==> src/design/gszre_pkg.sv <==
// ---------------------------------------------------------------------------
// gszre_pkg
// Types, codes and widths shared by the gated sample zero-run encoder.
// ---------------------------------------------------------------------------
package gszre_pkg;

  localparam int InDataW  = 160;
  localparam int OutDataW = 272;
  localparam int CfgAddrW = 4;
  localparam int CfgDataW = 32;

  typedef enum logic [1:0] {
    CMD_GATE   = 2'd0,
    CMD_SAMPLE = 2'd1,
    CMD_END    = 2'd2
  } cmd_t;

  typedef enum logic [1:0] {
    KIND_ZERO_RUN = 2'd0,
    KIND_SAMPLE   = 2'd1,
    KIND_SUMMARY  = 2'd2
  } kind_t;

  typedef enum logic [1:0] {
    REG_SCAN_START = 2'd0,
    REG_POST_TRIG  = 2'd1,
    REG_RANGE_SHFT = 2'd2
  } reg_idx_t;

  typedef struct packed {
    logic [30:0] scan_start;
    logic [31:0] post_trigger_offset;
    logic [16:0] range_shift;
  } cfg_t;

  typedef struct packed {
    cmd_t        cmd;
    logic        upper_half;
    logic [31:0] gate_start;
    logic [31:0] gate_stop;
    logic [31:0] raw_word;
    logic [63:0] trigger_time;
  } item_t;

  typedef struct packed {
    logic        has_result;
    kind_t       kind;
    logic [31:0] value;
    logic [31:0] scan_number;
    logic [30:0] sample_total;
    logic [63:0] intensity_sum;
    logic [16:0] peak_value;
    logic [31:0] peak_position;
    logic [63:0] time_out;
  } result_t;

endpackage

==> src/design/gszre_cfg_regs.sv <==
// ---------------------------------------------------------------------------
// gszre_cfg_regs
// Configuration register file behind a simple APB-style port.
// ---------------------------------------------------------------------------
module gszre_cfg_regs (
  input  logic                                clk,
  input  logic                                rst_n,
  input  logic                                psel,
  input  logic                                penable,
  input  logic                                pwrite,
  input  logic [gszre_pkg::CfgAddrW-1:0]      paddr,
  input  logic [gszre_pkg::CfgDataW-1:0]      pwdata,
  output logic [gszre_pkg::CfgDataW-1:0]      prdata,
  output gszre_pkg::cfg_t                     cfg
);

  gszre_pkg::cfg_t     cfg_r;
  gszre_pkg::cfg_t     cfg_nxt;
  gszre_pkg::reg_idx_t idx;
  logic                wr_en;

  assign idx   = gszre_pkg::reg_idx_t'(paddr[3:2]);
  assign wr_en = psel && penable && pwrite;
  assign cfg   = cfg_r;

  always_comb begin
    cfg_nxt = cfg_r;
    if (wr_en) begin
      case (idx)
        gszre_pkg::REG_SCAN_START: cfg_nxt.scan_start          = pwdata[30:0];
        gszre_pkg::REG_POST_TRIG:  cfg_nxt.post_trigger_offset = pwdata[31:0];
        gszre_pkg::REG_RANGE_SHFT: cfg_nxt.range_shift         = pwdata[16:0];
        default: ;
      endcase
    end
  end

  always_comb begin
    case (idx)
      gszre_pkg::REG_SCAN_START: prdata = {1'b0, cfg_r.scan_start};
      gszre_pkg::REG_POST_TRIG:  prdata = cfg_r.post_trigger_offset;
      gszre_pkg::REG_RANGE_SHFT: prdata = {15'd0, cfg_r.range_shift};
      default:                   prdata = '0;
    endcase
  end

  always_ff @(posedge clk) begin
    if (!rst_n) begin
      cfg_r <= '0;
    end else begin
      cfg_r <= cfg_nxt;
    end
  end

endmodule

==> src/design/gszre_core.sv <==
// ---------------------------------------------------------------------------
// gszre_core
// Per-trigger state and the combinational encode of one registered request.
// ---------------------------------------------------------------------------
module gszre_core (
  input  logic              clk,
  input  logic              rst_n,
  input  logic              fire,
  input  gszre_pkg::item_t  item,
  input  gszre_pkg::cfg_t   cfg,
  output gszre_pkg::result_t res
);

  logic        first_gate_r,      first_gate_nxt;
  logic [31:0] previous_stop_r,   previous_stop_nxt;
  logic [31:0] zero_total_r,      zero_total_nxt;
  logic [31:0] emitted_samples_r, emitted_samples_nxt;
  logic [63:0] running_sum_r,     running_sum_nxt;
  logic [16:0] peak_so_far_r,     peak_so_far_nxt;
  logic [31:0] peak_index_r,      peak_index_nxt;
  logic [31:0] trigger_count_r,   trigger_count_nxt;

  logic [31:0] gap;
  logic        skip;
  logic        gap_pos;
  logic [15:0] half;
  logic [17:0] val;
  logic        new_peak;

  assign gap  = first_gate_r ? (item.gate_start + cfg.post_trigger_offset)
                             : (item.gate_start - previous_stop_r);
  assign skip    = (item.gate_stop <= item.gate_start);
  assign gap_pos = !gap[31] && (gap != 32'd0);

  assign half = item.upper_half ? item.raw_word[31:16] : item.raw_word[15:0];
  assign val  = {{2{half[15]}}, half} + {cfg.range_shift[16], cfg.range_shift};
  assign new_peak = !val[17] && (val[16:0] > peak_so_far_r);

  always_comb begin
    first_gate_nxt      = first_gate_r;
    previous_stop_nxt   = previous_stop_r;
    zero_total_nxt      = zero_total_r;
    emitted_samples_nxt = emitted_samples_r;
    running_sum_nxt     = running_sum_r;
    peak_so_far_nxt     = peak_so_far_r;
    peak_index_nxt      = peak_index_r;
    trigger_count_nxt   = trigger_count_r;
    res                 = '0;
    res.kind            = gszre_pkg::KIND_ZERO_RUN;
    if (fire) begin
      case (item.cmd)
        gszre_pkg::CMD_GATE: begin
          first_gate_nxt    = 1'b0;
          previous_stop_nxt = item.gate_stop;
          if (!skip) begin
            zero_total_nxt = zero_total_r + gap;
            if (gap_pos) begin
              res.has_result = 1'b1;
              res.kind       = gszre_pkg::KIND_ZERO_RUN;
              res.value      = 32'd0 - gap;
            end
          end
        end
        gszre_pkg::CMD_SAMPLE: begin
          if (new_peak) begin
            peak_so_far_nxt = val[16:0];
            peak_index_nxt  = emitted_samples_r + zero_total_r;
          end
          emitted_samples_nxt = emitted_samples_r + 32'd1;
          running_sum_nxt     = running_sum_r + {{46{val[17]}}, val};
          res.has_result      = 1'b1;
          res.kind            = gszre_pkg::KIND_SAMPLE;
          res.value           = {{14{val[17]}}, val};
        end
        gszre_pkg::CMD_END: begin
          res.has_result      = 1'b1;
          res.kind            = gszre_pkg::KIND_SUMMARY;
          res.scan_number     = {1'b0, cfg.scan_start} + trigger_count_r;
          res.sample_total    = emitted_samples_r[30:0];
          res.intensity_sum   = running_sum_r;
          res.peak_value      = peak_so_far_r;
          res.peak_position   = peak_index_r;
          res.time_out        = item.trigger_time;
          trigger_count_nxt   = trigger_count_r + 32'd1;
          first_gate_nxt      = 1'b1;
          previous_stop_nxt   = '0;
          zero_total_nxt      = '0;
          emitted_samples_nxt = '0;
          running_sum_nxt     = '0;
          peak_so_far_nxt     = '0;
          peak_index_nxt      = '0;
        end
        default: ;
      endcase
    end
  end

  always_ff @(posedge clk) begin
    if (!rst_n) begin
      first_gate_r      <= 1'b1;
      previous_stop_r   <= '0;
      zero_total_r      <= '0;
      emitted_samples_r <= '0;
      running_sum_r     <= '0;
      peak_so_far_r     <= '0;
      peak_index_r      <= '0;
      trigger_count_r   <= '0;
    end else begin
      first_gate_r      <= first_gate_nxt;
      previous_stop_r   <= previous_stop_nxt;
      zero_total_r      <= zero_total_nxt;
      emitted_samples_r <= emitted_samples_nxt;
      running_sum_r     <= running_sum_nxt;
      peak_so_far_r     <= peak_so_far_nxt;
      peak_index_r      <= peak_index_nxt;
      trigger_count_r   <= trigger_count_nxt;
    end
  end

endmodule

==> src/design/gszre_out_reg.sv <==
// ---------------------------------------------------------------------------
// gszre_out_reg
// Result register that holds a result until the downstream side takes it.
// ---------------------------------------------------------------------------
module gszre_out_reg (
  input  logic                                clk,
  input  logic                                rst_n,
  input  logic                                fire,
  input  gszre_pkg::result_t                  res,
  output logic                                can_load,
  output logic                                tvalid,
  input  logic                                tready,
  output logic [gszre_pkg::OutDataW-1:0]      tdata,
  output logic [1:0]                          tuser
);

  logic               valid_r, valid_nxt;
  gszre_pkg::result_t res_r;

  assign can_load  = !valid_r || tready;
  assign valid_nxt = can_load ? (fire && res.has_result) : valid_r;

  assign tvalid = valid_r;
  assign tuser  = res_r.kind;
  assign tdata  = {res_r.time_out, res_r.peak_position, res_r.peak_value,
                   res_r.intensity_sum, res_r.sample_total, res_r.scan_number,
                   res_r.value};

  always_ff @(posedge clk) begin
    if (!rst_n) begin
      valid_r <= 1'b0;
    end else begin
      valid_r <= valid_nxt;
    end
  end

  always_ff @(posedge clk) begin
    if (can_load && fire && res.has_result) begin
      res_r <= res;
    end
  end

endmodule

==> src/design/gated_sample_zero_run_encoder.sv <==
// ---------------------------------------------------------------------------
// gated_sample_zero_run_encoder
// Encodes gate, sample and end-of-trigger requests into zero-run counts,
// shifted sample values and per-trigger summaries.
// ---------------------------------------------------------------------------
// The block takes one request per clock while the result register can load
// (it is empty or out_tready is high). An accepted request is held in the
// input register, encoded, then held in the result register; the rate is set
// by these two registers with a single encode stage between them, and
// requests that produce no result still pass through that stage.
module gated_sample_zero_run_encoder (
  input  logic                             clk,
  input  logic                             rst_n,
  // Fields from bit 0: gate_start, gate_stop, raw_word, trigger_time.
  input  logic [gszre_pkg::InDataW-1:0]    in_tdata,
  // Fields from bit 0: cmd (2 bits), upper_half (1 bit).
  input  logic [2:0]                       in_tuser,
  input  logic                             in_tvalid,
  output logic                             in_tready,
  // Fields from bit 0: value, scan_number, sample_total, intensity_sum,
  // peak_value, peak_position, time_out.
  output logic [gszre_pkg::OutDataW-1:0]   out_tdata,
  // Field: kind.
  output logic [1:0]                       out_tuser,
  output logic                             out_tvalid,
  input  logic                             out_tready,
  input  logic                             cfg_psel,
  input  logic                             cfg_penable,
  input  logic                             cfg_pwrite,
  input  logic [gszre_pkg::CfgAddrW-1:0]   cfg_paddr,
  input  logic [gszre_pkg::CfgDataW-1:0]   cfg_pwdata,
  output logic [gszre_pkg::CfgDataW-1:0]   cfg_prdata,
  output logic                             cfg_pready
);

  gszre_pkg::cfg_t    cfg;
  gszre_pkg::item_t   item_r;
  gszre_pkg::result_t res;
  logic               s1_valid_r, s1_valid_nxt;
  logic               can_load;
  logic               fire;
  logic               in_acc;

  assign cfg_pready   = 1'b1;
  assign fire         = s1_valid_r && can_load;
  assign in_tready    = !s1_valid_r || can_load;
  assign in_acc       = in_tvalid && in_tready;
  assign s1_valid_nxt = in_acc || (s1_valid_r && !can_load);

  always_ff @(posedge clk) begin
    if (!rst_n) begin
      s1_valid_r <= 1'b0;
    end else begin
      s1_valid_r <= s1_valid_nxt;
    end
  end

  always_ff @(posedge clk) begin
    if (in_acc) begin
      item_r.cmd          <= gszre_pkg::cmd_t'(in_tuser[1:0]);
      item_r.upper_half   <= in_tuser[2];
      item_r.gate_start   <= in_tdata[31:0];
      item_r.gate_stop    <= in_tdata[63:32];
      item_r.raw_word     <= in_tdata[95:64];
      item_r.trigger_time <= in_tdata[159:96];
    end
  end

  gszre_cfg_regs u_cfg (
    .clk     (clk),
    .rst_n   (rst_n),
    .psel    (cfg_psel),
    .penable (cfg_penable),
    .pwrite  (cfg_pwrite),
    .paddr   (cfg_paddr),
    .pwdata  (cfg_pwdata),
    .prdata  (cfg_prdata),
    .cfg     (cfg)
  );

  gszre_core u_core (
    .clk   (clk),
    .rst_n (rst_n),
    .fire  (fire),
    .item  (item_r),
    .cfg   (cfg),
    .res   (res)
  );

  gszre_out_reg u_out (
    .clk      (clk),
    .rst_n    (rst_n),
    .fire     (fire),
    .res      (res),
    .can_load (can_load),
    .tvalid   (out_tvalid),
    .tready   (out_tready),
    .tdata    (out_tdata),
    .tuser    (out_tuser)
  );

endmodule

==> config.mk <==
export PLATFORM = sky130hd
export DESIGN_NAME = gated_sample_zero_run_encoder
export DESIGN_NICKNAME = d
export VERILOG_FILES = /design/src/design/gszre_pkg.sv /design/src/design/gszre_cfg_regs.sv /design/src/design/gszre_core.sv /design/src/design/gszre_out_reg.sv /design/src/design/gated_sample_zero_run_encoder.sv
export SDC_FILE = /design/constraint.sdc
export NUM_CORES = 2
export LEC_CHECK = 0
export ABC_CLOCK_PERIOD_IN_PS = 9300
export BUFFER_PORTS_ARGS = -buffer_cell sky130_fd_sc_hd__buf_2
export CAP_MARGIN = 20
export CORE_MARGIN = 2
export CORE_UTILIZATION = 50
export DETAILED_ROUTE_END_ITERATION = 7
export PLACE_DENSITY = 0.77
export SYNTH_ARGS = -nofsm -noshare
export SYNTH_HDL_FRONTEND = slang
export SYNTH_HIERARCHICAL = 1
export SYNTH_SLANG_ARGS = --single-unit
==> constraint.sdc <==
create_clock -name clk -period 9.3 [get_ports clk]
set_clock_uncertainty 0.2 [all_clocks]
set_input_delay 1.395 -clock clk [delete_from_list [all_inputs] [get_ports clk]]
set_output_delay 1.395 -clock clk [all_outputs]
set_load 0.005 [all_outputs]
# Word-level counts from Yosys, hierarchy flattened
# Index checks and enable logic that the tools add are counted.
[totals]
reg_bits = 761
in_bits = 206
[op_classes]
addsub = 10
order_cmp = 2
n_eq_ne = 6
n_mux = 19
n_reduce_logical = 31
[ops]
columns = ["cell", "n"]
rows = [
  ["$pmux 32 s2", 5],
  ["$mux 275", 1],
  ["$mux 240", 1],
  ["$pmux 64 s2", 1],
  ["$add 32x32->32", 3],
  ["$mux 32", 3],
  ["$pmux 32 s3", 1],
  ["$mux 35", 2],
  ["$add 32x1->32 const B", 2],
  ["$add 64x64->64", 1],
  ["$pmux 17 s2", 1],
  ["$add 31x32->32", 1],
  ["$le 32x32->1", 1],
  ["$reduce_bool 32->1", 1],
  ["$sub 1x32->32 const A", 1],
  ["$sub 32x32->32", 1],
  ["$add 16x17->18", 1],
  ["$gt 17x17->1", 1],
  ["$mux 17", 1],
  ["$mux 16", 1],
  ["$reduce_and 2->1", 6],
  ["$logic_and 1x1->1", 10],
  ["$pmux 3 s3", 1],
  ["$reduce_and 3->1", 2],
  ["9 further kinds", 19],
]

# Logic depth before layout (Yosys ltp)
[depth]
ltp_word = 9
ltp_mapped = 30
ltp_nobuf = 29

# By module
# Netlist, hierarchy kept.
[modules_own_cells]
columns = ["module", "n_inst", "cells_per_inst", "area_each_um2", "seq_area_each_um2"]
rows = [
  ["gszre_core", 1, 3232, 24089.4, 4844.6],
  ["gszre_out_reg", 1, 279, 8293.0, 8247.9],
  ["gated_sample_zero_run_encoder", 1, 171, 4971.0, 4914.7],
  ["gszre_cfg_regs", 1, 389, 3568.4, 1601.5],
]

# Least setup slack after synthesis
# OpenSTA, ideal clock, no wires.
[synth_path]
path_type = "register to register"
from = "register u_core.previous_stop_r[0]"
to = "register u_out.res_r, in the netlist u_out/tdata[0] (enable)"
setup_time_ns = 0.546
arrival_time_ns = 8.634
required_time_ns = 8.554
setup_slack_ns = -0.080
stages_incl_launch_ff = 26
path_buffers = 0
synth_period_minus_slack_ns = 9.380
cell_sequence = "dfxtp_1 > inv_1 > ha_1 > nand2_1 > or2_2 > or3_1 > nand2b_1 > nor2_1 > nand2_1 > or2_2 > nor2_1 > xor2_1 > o21ai_0 > ha_1 > a21o_1 > a21o_1 > a21o_1 > nor4_1 > a2bb2oi_1 > a2111oi_0 > nand4_1 > nor3_2 > nor4bb_1 > o211a_1 > nand2_2 > nor2b_4"
[synth_lines]
columns = ["element", "line", "source"]
rows = [
  ["start, declared", "gszre_core.sv:15", "logic [31:0] previous_stop_r, previous_stop_nxt;"],
  ["start signal, assigned", "gszre_core.sv:110", "previous_stop_r <= previous_stop_nxt;"],
  ["end signal, assigned", "gszre_out_reg.sv:39", "res_r <= res;"],
  ["end, declared", "gszre_out_reg.sv:18", "gszre_pkg::result_t res_r;"],
]

# Worst setup path in the final report
[layout_path]
from = "register item_r[160] (netlist bit)"
to = "register u_core.running_sum_r[57]"
[layout_between]
elab_chain_len = 4
[layout_rtl]
columns = ["element", "line", "source"]
rows = [
  ["start, declared", "gated_sample_zero_run_encoder.sv:37", "gszre_pkg::item_t item_r;"],
  ["$mux 16", "gszre_core.sv:35", "assign half = item.upper_half ? item.raw_word[31:16] : item.raw_word[15:0];"],
  ["$add 16x17->18", "gszre_core.sv:36", "assign val = {{2{half[15]}}, half} + {cfg.range_shift[16], cfg.range_shift};"],
  ["$add 64x64->64", "gszre_core.sv:70", "running_sum_nxt = running_sum_r + {{46{val[17]}}, val};"],
  ["$pmux 64 s2", "gszre_core.sv:51", "case (item.cmd)"],
  ["end signal, assigned", "gszre_core.sv:113", "running_sum_r <= running_sum_nxt;"],
  ["end, declared", "gszre_core.sv:18", "logic [63:0] running_sum_r, running_sum_nxt;"],
]
# No other way between the ends.
# A chain may end at the register's enable or synchronous reset.

==> flow_results.xml <==
<?xml version="1.0" encoding="UTF-8"?>
<metrics>
  <group name="timing">
    <metric name="slew-limit-headroom" unit="">0.251</metric>
    <metric name="number_of_pins_with_negative_max_slew_slack_in_the_final_report" unit="">0</metric>
    <metric name="final-setup-viol-count" unit="">0</metric>
    <metric name="final_worst_path_period_need" unit="ns">7.67</metric>
    <metric name="fin_setup_tns" unit="ns">0</metric>
    <metric name="worstMarginPinSlew" unit="ns">1.12</metric>
    <metric name="fmax" unit="MHz">130</metric>
    <metric name="report.final.hold_viol_count" unit="">0</metric>
    <metric name="unrepaired_setup_endpoints_after_global_routing" unit="">no</metric>
    <metric name="post-route-period-util" unit="">0.824</metric>
    <metric name="postLayoutSetupSlackWorst" unit="ns">1.63</metric>
  </group>
  <group name="clock_tree">
    <metric name="cts.repair.resized" unit="">0</metric>
    <metric name="cts.htree.levels" unit="">3</metric>
    <metric name="clock_latency" unit="ns">0.67</metric>
    <metric name="clkTransAtPathRegs" unit="ns">0.06</metric>
    <metric name="cts-buffers-inserted" unit="">82</metric>
    <metric name="cts_root_buf" unit="">sky130_fd_sc_hd__clkbuf_16</metric>
    <metric name="sink_count" unit="">761</metric>
    <metric name="cts-hold-fix-buffers" unit="">0</metric>
    <metric name="tritoncts" unit="">built</metric>
    <metric name="clockBufferDepth" unit="">3</metric>
    <metric name="cts_setup_buffers" unit="">0</metric>
  </group>
  <group name="layout">
    <metric name="most_common_cell_after_layout_fill_and_taps_aside" unit="">sky130_fd_sc_hd__buf_2</metric>
    <metric name="mostFrequentLayoutCells" unit="">510 x sky130_fd_sc_hd__buf_2, 437 x sky130_fd_sc_hd__edfxtp_1, 375 x sky130_fd_sc_hd__nor2_1, 366 x sky130_fd_sc_hd__nand2_1, 323 x sky130_fd_sc_hd__dfxtp_1</metric>
    <metric name="final_layout_size_suffix_gt1_frac" unit="">0.164</metric>
    <metric name="finish.cell_count_without_fillers" unit="">5649</metric>
    <metric name="seq_area" unit="sq um">19600</metric>
    <metric name="final_net_count" unit="">4996</metric>
    <metric name="layout.filler_cells" unit="">6893</metric>
    <metric name="multiInputGateArea" unit="sq um">20000</metric>
    <metric name="syn2layout_area_growth" unit="%">15.0</metric>
  </group>
  <group name="synth">
    <metric name="netlist_instances" unit="">4071</metric>
    <metric name="async_flop_share" unit="">0</metric>
    <metric name="syn_avg_cell_area" unit="sq um">10.1</metric>
    <metric name="seq_area_frac_synth" unit="">0.479</metric>
    <metric name="synth_seq_cells" unit="">761</metric>
    <metric name="synth_largest_area_cell" unit="">sky130_fd_sc_hd__edfxtp_1</metric>
    <metric name="synth_top_cell_area_share" unit="">0.321</metric>
    <metric name="synth_top_cells_by_area" unit="">sky130_fd_sc_hd__edfxtp_1 32%, sky130_fd_sc_hd__dfxtp_1 16%, sky130_fd_sc_hd__ha_1 8.2%</metric>
    <metric name="yosys_most_used_dff" unit="">sky130_fd_sc_hd__edfxtp_1</metric>
    <metric name="synth_warn" unit="">6</metric>
    <metric name="post_syn_nets" unit="">4550</metric>
    <metric name="number_of_flops_mapped_to_enable_cells_by_yosys" unit="">437</metric>
    <metric name="number_of_library_cell_types_mapped_by_synthesis" unit="">99</metric>
    <metric name="netlist_area" unit="sq um">40900</metric>
  </group>
  <group name="die">
    <metric name="floorplan.initialDensity" unit="">0.506</metric>
    <metric name="i_o_pins" unit="">515</metric>
    <metric name="die_width" unit="microns">290</metric>
    <metric name="core_area" unit="sq um">80800</metric>
    <metric name="area_of_the_die" unit="sq um">84100</metric>
    <metric name="row_count" unit="">104</metric>
    <metric name="die_height" unit="microns">290</metric>
  </group>
  <group name="setup_path">
    <metric name="regToRegStartpoint" unit="">item_r[160]</metric>
    <metric name="worstSetupStartpoint" unit="">item_r[160]</metric>
    <metric name="criticalPathCategory" unit="">reg2reg</metric>
    <metric name="cp_data_required_time" unit="ns">9.63</metric>
    <metric name="critical_path.endpoint" unit="">u_core/running_sum_r[57]</metric>
    <metric name="setup.worst_path.end_class" unit="">flop</metric>
    <metric name="worstReg2RegEnd" unit="">u_core/running_sum_r[57]</metric>
    <metric name="worst-r2r-cell-count" unit="">22</metric>
    <metric name="timing.critical_path.fanout_max" unit="">25</metric>
    <metric name="ff2ff_setup_slack" unit="ns">1.63</metric>
    <metric name="crit_arrival" unit="ns">8.00</metric>
    <metric name="crit_path_start_kind" unit="">flop</metric>
  </group>
  <group name="power_and_ir_drop">
    <metric name="ir_drop" unit="V">0.000158</metric>
    <metric name="power_density" unit="nW/um^2">164</metric>
    <metric name="p_leak" unit="uW">0.0208</metric>
  </group>
  <group name="drt">
    <metric name="ant_nets" unit="">0</metric>
    <metric name="drt_wl_total" unit="microns">116000</metric>
    <metric name="drc" unit="">0</metric>
    <metric name="drt-wirelength-per-cell" unit="microns">20.5</metric>
    <metric name="dr.first_iter.drc_count" unit="">2442</metric>
    <metric name="dr_total_vias" unit="">32491</metric>
    <metric name="firstDrtPassIters" unit="">6</metric>
    <metric name="vias_per_cell" unit="">5.75</metric>
  </group>
  <group name="place">
    <metric name="place_hpwl" unit="microns">86300</metric>
    <metric name="finalWeightedCongestion" unit="">0.944</metric>
    <metric name="placedCellCount" unit="">5493</metric>
    <metric name="dp_worst_setup_slack" unit="ns">1.80</metric>
    <metric name="io_buffers" unit="">511</metric>
  </group>
  <group name="outcome">
    <metric name="outcome" unit="">finished, final reports clean</metric>
  </group>
  <group name="global_routing">
    <metric name="overall_fraction_of_global_route_tracks_in_use" unit="">0.266</metric>
    <metric name="grt_max_degree" unit="">127</metric>
    <metric name="grt_pass1_vias" unit="">30511</metric>
    <metric name="grt_antenna_before_repair" unit="">13</metric>
    <metric name="global_route_wire_length_before_repair" unit="microns">176000</metric>
    <metric name="grt-ovfl-total" unit="">0</metric>
  </group>
  <group name="run">
    <metric name="maxCapViolCount" unit="">0</metric>
  </group>
  <group name="min_path">
    <metric name="min_path_type" unit="">reg2reg</metric>
    <metric name="hold_start" unit="">u_core/peak_so_far_r[12]</metric>
  </group>
</metrics>
-- metrics by stage --
stage	utilization	hold WS [ns]	power, uW	cell area (sq um)
global route	0.583	0.275	8040	47100
floorplan	-	0.232	4330	41000
finish	0.583	0.255	7740	47100
detailed placement	0.550	0.245	4600	44400
global placement	0.550	0.238	4580	44400
CTS	0.582	0.251	7800	47100
-- worst max-delay path, cell delays in order (launching register included) --
cell and delay, ns:
sky130_fd_sc_hd__edfxtp_1 0.32, sky130_fd_sc_hd__buf_4 0.30, sky130_fd_sc_hd__mux2i_1 0.44, sky130_fd_sc_hd__inv_1 0.08, sky130_fd_sc_hd__ha_1 0.28, sky130_fd_sc_hd__a21o_1 0.15, sky130_fd_sc_hd__a21oi_1 0.19, sky130_fd_sc_hd__o21ai_0 0.14
sky130_fd_sc_hd__a2111oi_0 0.66, sky130_fd_sc_hd__nor3_1 0.16, sky130_fd_sc_hd__o21ai_0 0.19, sky130_fd_sc_hd__a31o_2 0.47, sky130_fd_sc_hd__buf_4 0.41, sky130_fd_sc_hd__ha_1 0.38, sky130_fd_sc_hd__a2111oi_0 0.70, sky130_fd_sc_hd__o21ai_0 0.30
sky130_fd_sc_hd__o41ai_1 0.56, sky130_fd_sc_hd__o21ai_0 0.31, sky130_fd_sc_hd__a31oi_1 0.41, sky130_fd_sc_hd__o21ai_0 0.32, sky130_fd_sc_hd__a31oi_1 0.31, sky130_fd_sc_hd__xor2_1 0.16, sky130_fd_sc_hd__o21ai_0 0.08
-- synth_stat cells, drive strengths merged (8+ instances only) --
master	count
a2111oi	13
a211o	9
a211oi	31
a21boi	10
a21o	120
a21oi	226
a221oi	9
a22oi	90
a31o	11
a31oi	20
and2	26
and3	224
buf	30
clkbuf	160
dfxtp	324
edfxtp	437
ha	267
inv	153
mux2	16
mux2i	119
nand2	368
nand2b	38
nand3	54
nand3b	12
nand4	41
nor2	377
nor2b	40
nor3	76
nor3b	12
nor4	20
nor4b	8
o211ai	14
o21a	27
o21ai	204
o21bai	24
o22ai	20
o31ai	19
or2	11
or3	36
or4	10
xnor2	132
xor2	133
-- power breakdown --
part           total [uW]  internal [uW]  switching (uW)
clock                3200           1780            1420
sequential           3670           3620            49.2
combinational         869            325             544
-- layout make-up --
class                      instances  area share
antenna                            6    0.000319
clock buffer                     112      0.0486
clock inverter                    38     0.00757
inverter                         153      0.0123
multi-input combinational       2967       0.425
sequential                       761       0.417
tap                             1060      0.0282
timing repair buffer             552      0.0617
-- metal layers --
| metal | up-vias | part of all wire | global-route usage |
|---|---|---|---|
| met5 | - | 0.00059 | 0 |
| met4 | 10 | 0.035 | 0.102 |
| met3 | 203 | 0.074 | 0.0551 |
| met2 | 1137 | 0.46 | 0.427 |
| met1 | 15386 | 0.43 | 0.354 |
| li1 | 15755 | - | - |
-- worst min-delay path by stage --
stage / end / slack [ns] / depth (start not counted)
final: u_core/peak_so_far_r[12] / 0.26 / 2
after CTS: u_core/peak_so_far_r[12] / 0.25 / 2
after floorplan: u_core/peak_so_far_r[12] / 0.23 / 2
after global routing: u_core/peak_so_far_r[12] / 0.28 / 2
after global placement: u_core/peak_so_far_r[12] / 0.24 / 2
after detailed placement: u_core/peak_so_far_r[12] / 0.24 / 2
-- registers in the layout, indices dropped and copies added, names as in the netlist --
signal,count
u_core/peak_so_far_r,17
s1_valid_r,1
u_core/running_sum_r,64
u_cfg/cfg,80
u_out/tdata,272
u_core/zero_total_r,32
u_out/tuser,2
u_core/first_gate_r,1
item_r,163
u_out/tvalid,1
u_core/peak_index_r,32
u_core/previous_stop_r,32
u_core/emitted_samples_r,32
u_core/trigger_count_r,32
-- logic make-up (layout without fill, tap and decap cells) --
logic type | count (synthesis) | count (layout) | share of synthesized area
simple gates | 1375 | 1375 | 0.166
compound gates | 918 | 918 | 0.146
flops | 761 | 761 | 0.479
buf+inv | 343 | 855 | 0.0337
fa+ha+maj | 273 | 273 | 0.0846
xor+xnor | 265 | 265 | 0.0569
mux | 135 | 135 | 0.0335
other cells | 1 | 7 | 0.0000916
Power figures use the tool's default switching activity.
